**src/rtl/cbsm_pkg.sv**
```systemverilog
`default_nettype none

package cbsm_pkg;

  localparam int ADC_BITS_DEFAULT = 12;

  // queue between front and back; keep it a power of two
  localparam int QUEUE_DEPTH = 2;

  localparam int ENERGY_W = 52;
  localparam logic [ENERGY_W-1:0] ENERGY_MAX = '1;

  // floor(x / 100) == (x * DIV100_MAGIC) >> DIV100_SHIFT for any 32-bit x
  localparam logic [31:0] DIV100_MAGIC = 32'd1374389535;
  localparam int DIV100_SHIFT = 37;

  localparam logic [1:0] CFG_LOCKOUT   = 2'd0;
  localparam logic [1:0] CFG_FS_VOLT   = 2'd1;
  localparam logic [1:0] CFG_FS_CURR   = 2'd2;

  localparam logic [15:0] LOCKOUT_RESET = 16'd200;
  localparam logic [15:0] FS_VOLT_RESET = 16'd25000;
  localparam logic [15:0] FS_CURR_RESET = 16'd32000;

  // per-sample result of the button logic, handed to the back end
  typedef struct packed {
    logic        charging;
    logic        ev_in;
    logic        ev_out;
    logic [31:0] session_start;
    logic [15:0] elapsed;
  } ctl_t;

  typedef enum logic [3:0] {
    B_IDLE,
    B_MUL_V,
    B_FOLD_V,
    B_MUL_I,
    B_FOLD_I,
    B_MUL_P,
    B_DIV_P,
    B_PWR,
    B_MUL_E,
    B_ACC
  } bstate_t;

endpackage

`default_nettype wire

```
**src/rtl/cbsm_front.sv**
```systemverilog
`default_nettype none

module cbsm_front #(
  parameter int ADC_BITS = cbsm_pkg::ADC_BITS_DEFAULT
) (
  input  wire logic                clk,
  input  wire logic                rst,
  input  wire logic                in_valid,
  output logic                     in_ready,
  input  wire logic [ADC_BITS-1:0] raw_voltage,
  input  wire logic [ADC_BITS-1:0] raw_current,
  input  wire logic                plug_in_pressed,
  input  wire logic                plug_out_pressed,
  input  wire logic [31:0]         now_ms,
  input  wire logic [15:0]         elapsed_ms,
  input  wire logic [15:0]         lockout_ms,
  output logic                     push,
  input  wire logic                push_ready,
  output cbsm_pkg::ctl_t           push_ctl,
  output logic [ADC_BITS-1:0]      push_raw_v,
  output logic [ADC_BITS-1:0]      push_raw_i
);

  logic        charging_flag;
  logic [31:0] last_in;
  logic [31:0] last_out;
  logic [31:0] session_start;

  logic        charging_flag_next;
  logic [31:0] last_in_next;
  logic [31:0] last_out_next;
  logic [31:0] session_start_next;
  logic        ev_in;
  logic        ev_out;
  logic        pin_ok;
  logic        pout_ok;
  logic [31:0] d_in;
  logic [31:0] d_out;

  assign in_ready = push_ready;
  assign push     = in_valid && push_ready;

  assign d_in    = now_ms - last_in;
  assign d_out   = now_ms - last_out;
  assign pin_ok  = plug_in_pressed  && (d_in  > {16'd0, lockout_ms});
  assign pout_ok = plug_out_pressed && (d_out > {16'd0, lockout_ms});

  // plug-in first, then plug-out sees the updated status
  always_comb begin
    charging_flag_next = charging_flag;
    session_start_next = session_start;
    last_in_next       = last_in;
    last_out_next      = last_out;
    ev_in              = 1'b0;
    ev_out             = 1'b0;
    if (pin_ok) begin
      last_in_next = now_ms;
      if (!charging_flag) begin
        charging_flag_next = 1'b1;
        session_start_next = now_ms;
        ev_in              = 1'b1;
      end
    end
    if (pout_ok) begin
      last_out_next = now_ms;
      if (charging_flag_next) begin
        charging_flag_next = 1'b0;
        session_start_next = 32'd0;
        ev_out             = 1'b1;
      end
    end
  end

  always_ff @(posedge clk) begin
    if (rst) begin
      charging_flag <= 1'b0;
      last_in       <= 32'd0;
      last_out      <= 32'd0;
      session_start <= 32'd0;
    end else if (push) begin
      charging_flag <= charging_flag_next;
      last_in       <= last_in_next;
      last_out      <= last_out_next;
      session_start <= session_start_next;
    end
  end

  assign push_ctl.charging      = charging_flag_next;
  assign push_ctl.ev_in         = ev_in;
  assign push_ctl.ev_out        = ev_out;
  assign push_ctl.session_start = session_start_next;
  assign push_ctl.elapsed       = elapsed_ms;
  assign push_raw_v             = raw_voltage;
  assign push_raw_i             = raw_current;

endmodule

`default_nettype wire

```
**src/rtl/cbsm_queue.sv**
```systemverilog
`default_nettype none

module cbsm_queue #(
  parameter int WIDTH = 8
) (
  input  wire logic             clk,
  input  wire logic             rst,
  input  wire logic             push,
  output logic                  push_ready,
  input  wire logic [WIDTH-1:0] push_data,
  output logic                  pop_valid,
  input  wire logic             pop,
  output logic [WIDTH-1:0]      pop_data
);

  localparam int DEPTH = cbsm_pkg::QUEUE_DEPTH;
  localparam int PTR_W = (DEPTH > 1) ? $clog2(DEPTH) : 1;
  localparam int CNT_W = $clog2(DEPTH + 1);

  logic [WIDTH-1:0] slots [DEPTH];
  logic [PTR_W-1:0] wr_ptr;
  logic [PTR_W-1:0] rd_ptr;
  logic [CNT_W-1:0] count;

  assign push_ready = (count != CNT_W'(DEPTH));
  assign pop_valid  = (count != '0);
  assign pop_data   = slots[rd_ptr];

  always_ff @(posedge clk) begin
    if (push) begin
      slots[wr_ptr] <= push_data;
    end
  end

  always_ff @(posedge clk) begin
    if (rst) begin
      wr_ptr <= '0;
      rd_ptr <= '0;
      count  <= '0;
    end else begin
      if (push) begin
        wr_ptr <= wr_ptr + PTR_W'(1);
      end
      if (pop) begin
        rd_ptr <= rd_ptr + PTR_W'(1);
      end
      if (push && !pop) begin
        count <= count + CNT_W'(1);
      end else if (pop && !push) begin
        count <= count - CNT_W'(1);
      end
    end
  end

endmodule

`default_nettype wire

```
**src/rtl/cbsm_back.sv**
```systemverilog
`default_nettype none

module cbsm_back #(
  parameter int ADC_BITS = cbsm_pkg::ADC_BITS_DEFAULT
) (
  input  wire logic                        clk,
  input  wire logic                        rst,
  input  wire logic                        q_valid,
  output logic                             q_pop,
  input  wire cbsm_pkg::ctl_t              q_ctl,
  input  wire logic [ADC_BITS-1:0]         q_raw_v,
  input  wire logic [ADC_BITS-1:0]         q_raw_i,
  input  wire logic [15:0]                 full_scale_voltage_cv,
  input  wire logic [15:0]                 full_scale_current_ma,
  output logic                             out_valid,
  input  wire logic                        out_ready,
  output logic                             charging,
  output logic [15:0]                      voltage_cv,
  output logic [15:0]                      current_ma,
  output logic [25:0]                      power_mw,
  output logic [cbsm_pkg::ENERGY_W-1:0]    energy_mwms,
  output logic [31:0]                      session_start_ms,
  output logic                             plugged_in_event,
  output logic                             unplugged_event
);

  localparam int N  = ADC_BITS;
  localparam int SW = ADC_BITS + 16;
  localparam logic [N-1:0] ADC_MAX = '1;
  localparam int EW = cbsm_pkg::ENERGY_W;
  localparam int SH = cbsm_pkg::DIV100_SHIFT;

  cbsm_pkg::bstate_t state;
  cbsm_pkg::bstate_t state_next;

  cbsm_pkg::ctl_t    e_ctl;
  logic [N-1:0]      e_raw_v;
  logic [N-1:0]      e_raw_i;

  logic [SW-1:0]     s;
  logic [15:0]       q;
  logic [15:0]       v_cv;
  logic [15:0]       i_ma;
  logic [25:0]       p_mw;
  logic [63:0]       prod;
  logic [EW-1:0]     acc;

  logic [31:0]       mul_a;
  logic [31:0]       mul_b;
  logic [63:0]       mul_p;
  logic              fold_done;
  logic [15:0]       quot;
  logic              out_free;
  logic              load_out;
  logic [EW-1:0]     acc_base;
  logic [EW:0]       acc_sum;
  logic [EW-1:0]     acc_new;

  assign mul_p = 64'(mul_a) * 64'(mul_b);

  // divide by 2^N-1: fold high part onto low part until it fits in N bits
  assign fold_done = (s[SW-1:N] == '0);
  assign quot      = q + {15'd0, (s[N-1:0] == ADC_MAX)};

  assign out_free = !out_valid || out_ready;
  assign load_out = (state == cbsm_pkg::B_ACC) && out_free;

  assign acc_base = e_ctl.ev_in ? '0 : acc;
  assign acc_sum  = {1'b0, acc_base} + (EW+1)'(prod[41:0]);
  assign acc_new  = !e_ctl.charging ? acc_base :
                    (acc_sum >= {1'b0, cbsm_pkg::ENERGY_MAX}) ? cbsm_pkg::ENERGY_MAX :
                    acc_sum[EW-1:0];

  always_ff @(posedge clk) begin
    if (rst) begin
      state <= cbsm_pkg::B_IDLE;
    end else begin
      state <= state_next;
    end
  end

  always_comb begin
    state_next = state;
    q_pop      = 1'b0;
    mul_a      = 32'd0;
    mul_b      = 32'd0;
    unique case (state)
      cbsm_pkg::B_IDLE: begin
        if (q_valid) begin
          q_pop      = 1'b1;
          state_next = cbsm_pkg::B_MUL_V;
        end
      end
      cbsm_pkg::B_MUL_V: begin
        mul_a      = 32'(e_raw_v);
        mul_b      = 32'(full_scale_voltage_cv);
        state_next = cbsm_pkg::B_FOLD_V;
      end
      cbsm_pkg::B_FOLD_V: begin
        if (fold_done) begin
          state_next = cbsm_pkg::B_MUL_I;
        end
      end
      cbsm_pkg::B_MUL_I: begin
        // current reads as zero while free
        mul_a      = e_ctl.charging ? 32'(e_raw_i) : 32'd0;
        mul_b      = 32'(full_scale_current_ma);
        state_next = cbsm_pkg::B_FOLD_I;
      end
      cbsm_pkg::B_FOLD_I: begin
        if (fold_done) begin
          state_next = cbsm_pkg::B_MUL_P;
        end
      end
      cbsm_pkg::B_MUL_P: begin
        mul_a      = {16'd0, v_cv};
        mul_b      = {16'd0, i_ma};
        state_next = cbsm_pkg::B_DIV_P;
      end
      cbsm_pkg::B_DIV_P: begin
        mul_a      = prod[31:0];
        mul_b      = cbsm_pkg::DIV100_MAGIC;
        state_next = cbsm_pkg::B_PWR;
      end
      cbsm_pkg::B_PWR: begin
        state_next = cbsm_pkg::B_MUL_E;
      end
      cbsm_pkg::B_MUL_E: begin
        mul_a      = {6'd0, p_mw};
        mul_b      = {16'd0, e_ctl.elapsed};
        state_next = cbsm_pkg::B_ACC;
      end
      cbsm_pkg::B_ACC: begin
        if (out_free) begin
          state_next = cbsm_pkg::B_IDLE;
        end
      end
      default: begin
        state_next = cbsm_pkg::B_IDLE;
      end
    endcase
  end

  always_ff @(posedge clk) begin
    unique case (state)
      cbsm_pkg::B_IDLE: begin
        if (q_valid) begin
          e_ctl   <= q_ctl;
          e_raw_v <= q_raw_v;
          e_raw_i <= q_raw_i;
        end
      end
      cbsm_pkg::B_MUL_V, cbsm_pkg::B_MUL_I: begin
        s <= mul_p[SW-1:0];
        q <= 16'd0;
      end
      cbsm_pkg::B_FOLD_V, cbsm_pkg::B_FOLD_I: begin
        if (!fold_done) begin
          q <= q + s[SW-1:N];
          s <= SW'(s[SW-1:N]) + SW'(s[N-1:0]);
        end else if (state == cbsm_pkg::B_FOLD_V) begin
          v_cv <= quot;
        end else begin
          i_ma <= quot;
        end
      end
      cbsm_pkg::B_MUL_P, cbsm_pkg::B_DIV_P, cbsm_pkg::B_MUL_E: begin
        prod <= mul_p;
      end
      cbsm_pkg::B_PWR: begin
        p_mw <= prod[SH+25:SH];
      end
      cbsm_pkg::B_ACC: begin
        if (out_free) begin
          charging         <= e_ctl.charging;
          voltage_cv       <= v_cv;
          current_ma       <= i_ma;
          power_mw         <= p_mw;
          session_start_ms <= e_ctl.session_start;
          plugged_in_event <= e_ctl.ev_in;
          unplugged_event  <= e_ctl.ev_out;
        end
      end
      default: begin
      end
    endcase
  end

  always_ff @(posedge clk) begin
    if (rst) begin
      out_valid <= 1'b0;
      acc       <= '0;
    end else begin
      if (load_out) begin
        out_valid <= 1'b1;
        acc       <= acc_new;
      end else if (out_ready) begin
        out_valid <= 1'b0;
      end
    end
  end

  // accumulator only moves on a result load, so it doubles as the output
  assign energy_mwms = acc;

endmodule

`default_nettype wire

```
**src/rtl/charging_bay_session_meter.sv**
```systemverilog
`default_nettype none

// channel   direction  handshake              payload
// in        input      in_valid / in_ready    raw readings, buttons, now_ms, elapsed_ms
// out       output     out_valid / out_ready  status, scaled values, power, energy, events
// cfg       input      cfg_valid / cfg_ready  cfg_index (0..2), cfg_data (16 bit)
//
// Each sample runs through the back-end sequencer, which finishes it before taking the next:
// one shared 32x32 multiplier used five times plus fold steps for each scaled reading.
// The front classifies buttons in the accept cycle; a 2-entry queue decouples it.
// Synchronous reset restores the register defaults and clears the session state.
// in_ready drops only when the queue is full; a held result stalls the back end.
// cfg_ready is always high.

module charging_bay_session_meter #(
  parameter int ADC_BITS = cbsm_pkg::ADC_BITS_DEFAULT
) (
  input  wire logic                        clk,
  input  wire logic                        rst,
  input  wire logic                        in_valid,
  output logic                             in_ready,
  input  wire logic [ADC_BITS-1:0]         raw_voltage,
  input  wire logic [ADC_BITS-1:0]         raw_current,
  input  wire logic                        plug_in_pressed,
  input  wire logic                        plug_out_pressed,
  input  wire logic [31:0]                 now_ms,
  input  wire logic [15:0]                 elapsed_ms,
  output logic                             out_valid,
  input  wire logic                        out_ready,
  output logic                             charging,
  output logic [15:0]                      voltage_cv,
  output logic [15:0]                      current_ma,
  output logic [25:0]                      power_mw,
  output logic [cbsm_pkg::ENERGY_W-1:0]    energy_mwms,
  output logic [31:0]                      session_start_ms,
  output logic                             plugged_in_event,
  output logic                             unplugged_event,
  input  wire logic                        cfg_valid,
  output logic                             cfg_ready,
  input  wire logic [1:0]                  cfg_index,
  input  wire logic [15:0]                 cfg_data
);

  localparam int QW = $bits(cbsm_pkg::ctl_t) + 2 * ADC_BITS;

  logic [15:0] lockout_ms;
  logic [15:0] full_scale_voltage_cv;
  logic [15:0] full_scale_current_ma;

  logic                 push;
  logic                 push_ready;
  cbsm_pkg::ctl_t       push_ctl;
  logic [ADC_BITS-1:0]  push_raw_v;
  logic [ADC_BITS-1:0]  push_raw_i;
  logic [QW-1:0]        q_wdata;
  logic [QW-1:0]        q_rdata;
  logic                 q_valid;
  logic                 q_pop;
  cbsm_pkg::ctl_t       q_ctl;
  logic [ADC_BITS-1:0]  q_raw_v;
  logic [ADC_BITS-1:0]  q_raw_i;

  assign cfg_ready = 1'b1;

  always_ff @(posedge clk) begin
    if (rst) begin
      lockout_ms            <= cbsm_pkg::LOCKOUT_RESET;
      full_scale_voltage_cv <= cbsm_pkg::FS_VOLT_RESET;
      full_scale_current_ma <= cbsm_pkg::FS_CURR_RESET;
    end else if (cfg_valid) begin
      unique case (cfg_index)
        cbsm_pkg::CFG_LOCKOUT: lockout_ms            <= cfg_data;
        cbsm_pkg::CFG_FS_VOLT: full_scale_voltage_cv <= cfg_data;
        cbsm_pkg::CFG_FS_CURR: full_scale_current_ma <= cfg_data;
        default: begin
        end
      endcase
    end
  end

  cbsm_front #(
    .ADC_BITS(ADC_BITS)
  ) u_front (
    .clk              (clk),
    .rst              (rst),
    .in_valid         (in_valid),
    .in_ready         (in_ready),
    .raw_voltage      (raw_voltage),
    .raw_current      (raw_current),
    .plug_in_pressed  (plug_in_pressed),
    .plug_out_pressed (plug_out_pressed),
    .now_ms           (now_ms),
    .elapsed_ms       (elapsed_ms),
    .lockout_ms       (lockout_ms),
    .push             (push),
    .push_ready       (push_ready),
    .push_ctl         (push_ctl),
    .push_raw_v       (push_raw_v),
    .push_raw_i       (push_raw_i)
  );

  assign q_wdata = {push_ctl, push_raw_v, push_raw_i};
  assign {q_ctl, q_raw_v, q_raw_i} = q_rdata;

  cbsm_queue #(
    .WIDTH(QW)
  ) u_queue (
    .clk        (clk),
    .rst        (rst),
    .push       (push),
    .push_ready (push_ready),
    .push_data  (q_wdata),
    .pop_valid  (q_valid),
    .pop        (q_pop),
    .pop_data   (q_rdata)
  );

  cbsm_back #(
    .ADC_BITS(ADC_BITS)
  ) u_back (
    .clk                   (clk),
    .rst                   (rst),
    .q_valid               (q_valid),
    .q_pop                 (q_pop),
    .q_ctl                 (q_ctl),
    .q_raw_v               (q_raw_v),
    .q_raw_i               (q_raw_i),
    .full_scale_voltage_cv (full_scale_voltage_cv),
    .full_scale_current_ma (full_scale_current_ma),
    .out_valid             (out_valid),
    .out_ready             (out_ready),
    .charging              (charging),
    .voltage_cv            (voltage_cv),
    .current_ma            (current_ma),
    .power_mw              (power_mw),
    .energy_mwms           (energy_mwms),
    .session_start_ms      (session_start_ms),
    .plugged_in_event      (plugged_in_event),
    .unplugged_event       (unplugged_event)
  );

  a_free_no_current: assert property (@(posedge clk) disable iff (rst)
    out_valid && !charging |-> current_ma == 16'd0 && power_mw == 26'd0)
    else $error("current reported while bay is free");

  a_free_no_start: assert property (@(posedge clk) disable iff (rst)
    out_valid && !charging |-> session_start_ms == 32'd0)
    else $error("session start held while bay is free");

  a_plugin_charges: assert property (@(posedge clk) disable iff (rst)
    out_valid && plugged_in_event && !unplugged_event |-> charging)
    else $error("plug-in event without charging status");

  a_pop_needs_data: assert property (@(posedge clk) disable iff (rst)
    q_pop |-> q_valid)
    else $error("queue popped while empty");

endmodule

`default_nettype wire

```
**config.mk**
```make
export PLATFORM = sky130hd
export DESIGN_NAME = charging_bay_session_meter
export DESIGN_NICKNAME = d
export VERILOG_FILES = /design/src/rtl/cbsm_pkg.sv /design/src/rtl/cbsm_front.sv /design/src/rtl/cbsm_queue.sv /design/src/rtl/cbsm_back.sv /design/src/rtl/charging_bay_session_meter.sv
export SDC_FILE = /design/constraint.sdc
export NUM_CORES = 2
export LEC_CHECK = 0
export BUFFER_PORTS_ARGS = -buffer_cell sky130_fd_sc_hd__buf_2
export CAP_MARGIN = 5
export CORE_MARGIN = 5
export CORE_UTILIZATION = 64
export CTS_CLUSTER_SIZE = 24
export DETAILED_ROUTE_END_ITERATION = 10
export PLACE_DENSITY = 0.82
export SYNTH_ARGS = -nofsm -noshare
export SYNTH_HDL_FRONTEND = slang
export SYNTH_SLANG_ARGS = --single-unit
```
**constraint.sdc**
```tcl
create_clock -name clk -period 11.2 [get_ports clk]
set_input_delay 2.24 -clock clk [delete_from_list [all_inputs] [get_ports clk]]
set_output_delay 2.24 -clock clk [all_outputs]
set_load 0.01 [all_outputs]
```
==> metrics <==
total track usage=35.4%; Setup Viol. Count Final=0; Vias=44000; outcome=completed; startpoint types=flip-flop; pre-CTS setup slack=0.478 ns; core area=91500 um^2; fin. max-slew vios=0; Clock Skew=0.0644 ns; wire length per cell=24.3 um; Post-Synthesis Cells=5701; Starting DRT DRC Count=4976; CP peak stage delay=0.87 ns; Remaining DRCs=0; RSZ-0062 raised after global routing=no; via/cell ratio=6.13; die extent in y=314 um; root cell of the clock tree=clkbuf_16; drt first pass iters=8; IO Count=245; Least-Margin Pin Slew=1.29 ns; clock-pin slew on the worst setup and hold paths=0.07 ns; vias in the first global route=44900; row cnt=111; FMAX=94.1 MHz; final wirelength=174000 um; Hold Violations, Final=0; Post-synth EDFFs=483; reg2reg setup slack=0.57 ns; die area=98400 um^2; Hold Buf Count CTS=0; Routed Antenna Nets=0; FF+latch count, synth=689; Async SR Flop Fraction=0%; synthesized area=59000 um^2; first-pass GRT wire length=266000 um; ys flop type=edfxtp_1; Cell variety after synth=91; internal power=6.18 mW; cell family with most CP delay=adder cells; YS warnings=0; CTS Buffer Depth=3; most used cell, CP=fa_1; Fillers=6667; DP HPWL=139000 um; WP data arrival=11.06 ns; part of the power in combinational logic=37.7%; initial core utilization=64.5%; # nets final=7224; remaining global-route overflow=0; min Tclk post-route=10.63 ns; Pleak=29.7 nW; CP max stage cell=a21oi_1; syn_area_per_cell=10.4 um^2; setup_tns=0 ns; largest net degree at the start of global routing=72; Switch Pwr=3.75 mW; clk_lat worst skew=0.67 ns; CTS tree=built; Routability Congestion=1.07; max-cap viol count=0; clk sink count=689; clock power share=26.7%; Num CTS Buffers=75; CTS H-tree lvls=3; crit share post-route=94.9%; fraction of final layout cells sized beyond drive strength 1=9.43%; Sw Ratio=37.8%; register share of total power=35.6%; crit path max fanout=14; Max VDD drop=0.000187 V; Port Buffer Count=243; Seq/Total Area, Yosys=31.6%; die width=314 um; Worst Path Buf+Inv=4; element type at the critical path end=flip-flop; PD cells=154 nW/um^2; antenna violations before repair=8; crit path kind=flip-flop to flip-flop; CP required=11.64 ns; Slew HR=14.1%; hold crit path type=flip-flop to flip-flop; final worst slack=0.570 ns; synth-to-layout area growth=8.97%
[power by group through the flow]
stage               Clock, mW  Combinational, mW  Sequential (mW)
floorplan                   0               2.53             3.48
global placement            0               3.53             3.56
detailed placement          0               3.60             3.57
CTS                      2.67               3.66             3.53
global route             2.80               4.04             3.55
finish                   2.65               3.74             3.54
[cell usage in the layout, fill, tap and decap left out, drive strengths merged, types with 77 or more instances in the layout]
cell type    n
nor2       494
buf        303
mux2        77
dfxtp      206
inv        887
ha         531
o21ai      153
mux2i      101
nand2      503
xnor2      107
nand3       78
edfxtp     483
a21oi      278
clkbuf      96
fa         681
a21o       102
[cells in the mapped netlist (39+ instances only)]
master,count,area (um^2)
nand2_1,503,1890
nor3_1,51,255
a21o_1,101,758
xor2_1,66,578
mux2i_1,101,1010
o21ai_0,144,721
edfxtp_1,483,14500
mux2_2,77,867
and2_1,46,288
o21a_1,50,375
clkbuf_1,175,657
nor2b_1,70,438
nor2_1,494,1850
fa_1,681,13600
xnor2_1,107,937
and3_1,39,244
nand3_1,78,390
a21oi_1,278,1390
dfxtp_1,206,4120
ha_1,531,6640
nand4_1,41,257
inv_1,882,3310
[cell type report]
type,instances,area [um^2],share of cell area [%]
clock inverter,38,559,0.870
sequential,689,18600,29.0
inverter,883,3320,5.16
timing repair buffer,303,1680,2.62
antenna,10,25.0,0.0389
clock buffer,96,2090,3.25
multi-input combinational,3963,36500,56.8
tap,1186,1480,2.31
[worst paths after layout]
| path | from | endpoint | cells after the start |
|---|---|---|---|
| max | u_back.state[3] | u_back.prod[55] | 29 |
| min | u_back.e_ctl[32] | u_back.session_start_ms[16] | 0 |
| max reg2reg | u_back.state[3] | u_back.prod[55] | 29 |
| min reg2reg | u_back.e_ctl[32] | u_back.session_start_ms[16] | 0 |
[per-stage QoR]
stage          utilization (%)  instance area [um^2]  cells  hold slack, ns  power, mW
4_1_cts                   70.2                 64200   7154           0.414       9.86
2_1_floorplan                -                 59200   5748           0.400       6.01
3_3_place_gp              67.3                 61600   7020           0.400       7.09
5_1_grt                   70.2                 64300   7163           0.419       10.4
6_report                  70.3                 64300   7168           0.413       9.93
3_5_place_dp              67.3                 61600   7020           0.405       7.17
[repair_timing]
item / in CTS / in global routing
buffers inserted: 0 / 4
endpoints found under the setup margin: 0 / 3
resized for setup: 0 / 1
[sequential cells by signal, summed over array words and instances (netlist names), 26 cells and up]
| signal | flops |
|---|---|
| u_front.session_start | 32 |
| u_back.s | 28 |
| u_front.last_in | 32 |
| u_back.session_start_ms | 32 |
| u_back.e_ctl | 51 |
| u_back.p_mw | 26 |
| u_back.power_mw | 26 |
| u_queue.slots | 150 |
| u_back.prod | 63 |
| u_back.energy_mwms | 52 |
| u_front.last_out | 32 |
[layer usage]
layer  vias up  global-route usage, %  wire [um]
li1      19500                      -          -
met3       490                   13.4      23600
met1     21600                   45.3      63700
met4         0                   14.3       8870
met5         -                      0          0
met2      2437                   55.1      78100
[cell families (layout without fill, tap and decap cells)]
kind of cell / count (synthesis) / in the layout / synth area share [%]
simple gates: 1440 / 1440 / 10.9
fa+ha+maj: 1212 / 1212 / 34.4
buf+inv: 1096 / 1320 / 7.16
compound gates: 911 / 911 / 10.2
flops: 689 / 689 / 31.6
mux: 178 / 178 / 3.18
xor+xnor: 173 / 173 / 2.57
other cells: 2 / 59 / 0.0127
Note: power is estimated with default switching activity, not from simulation.
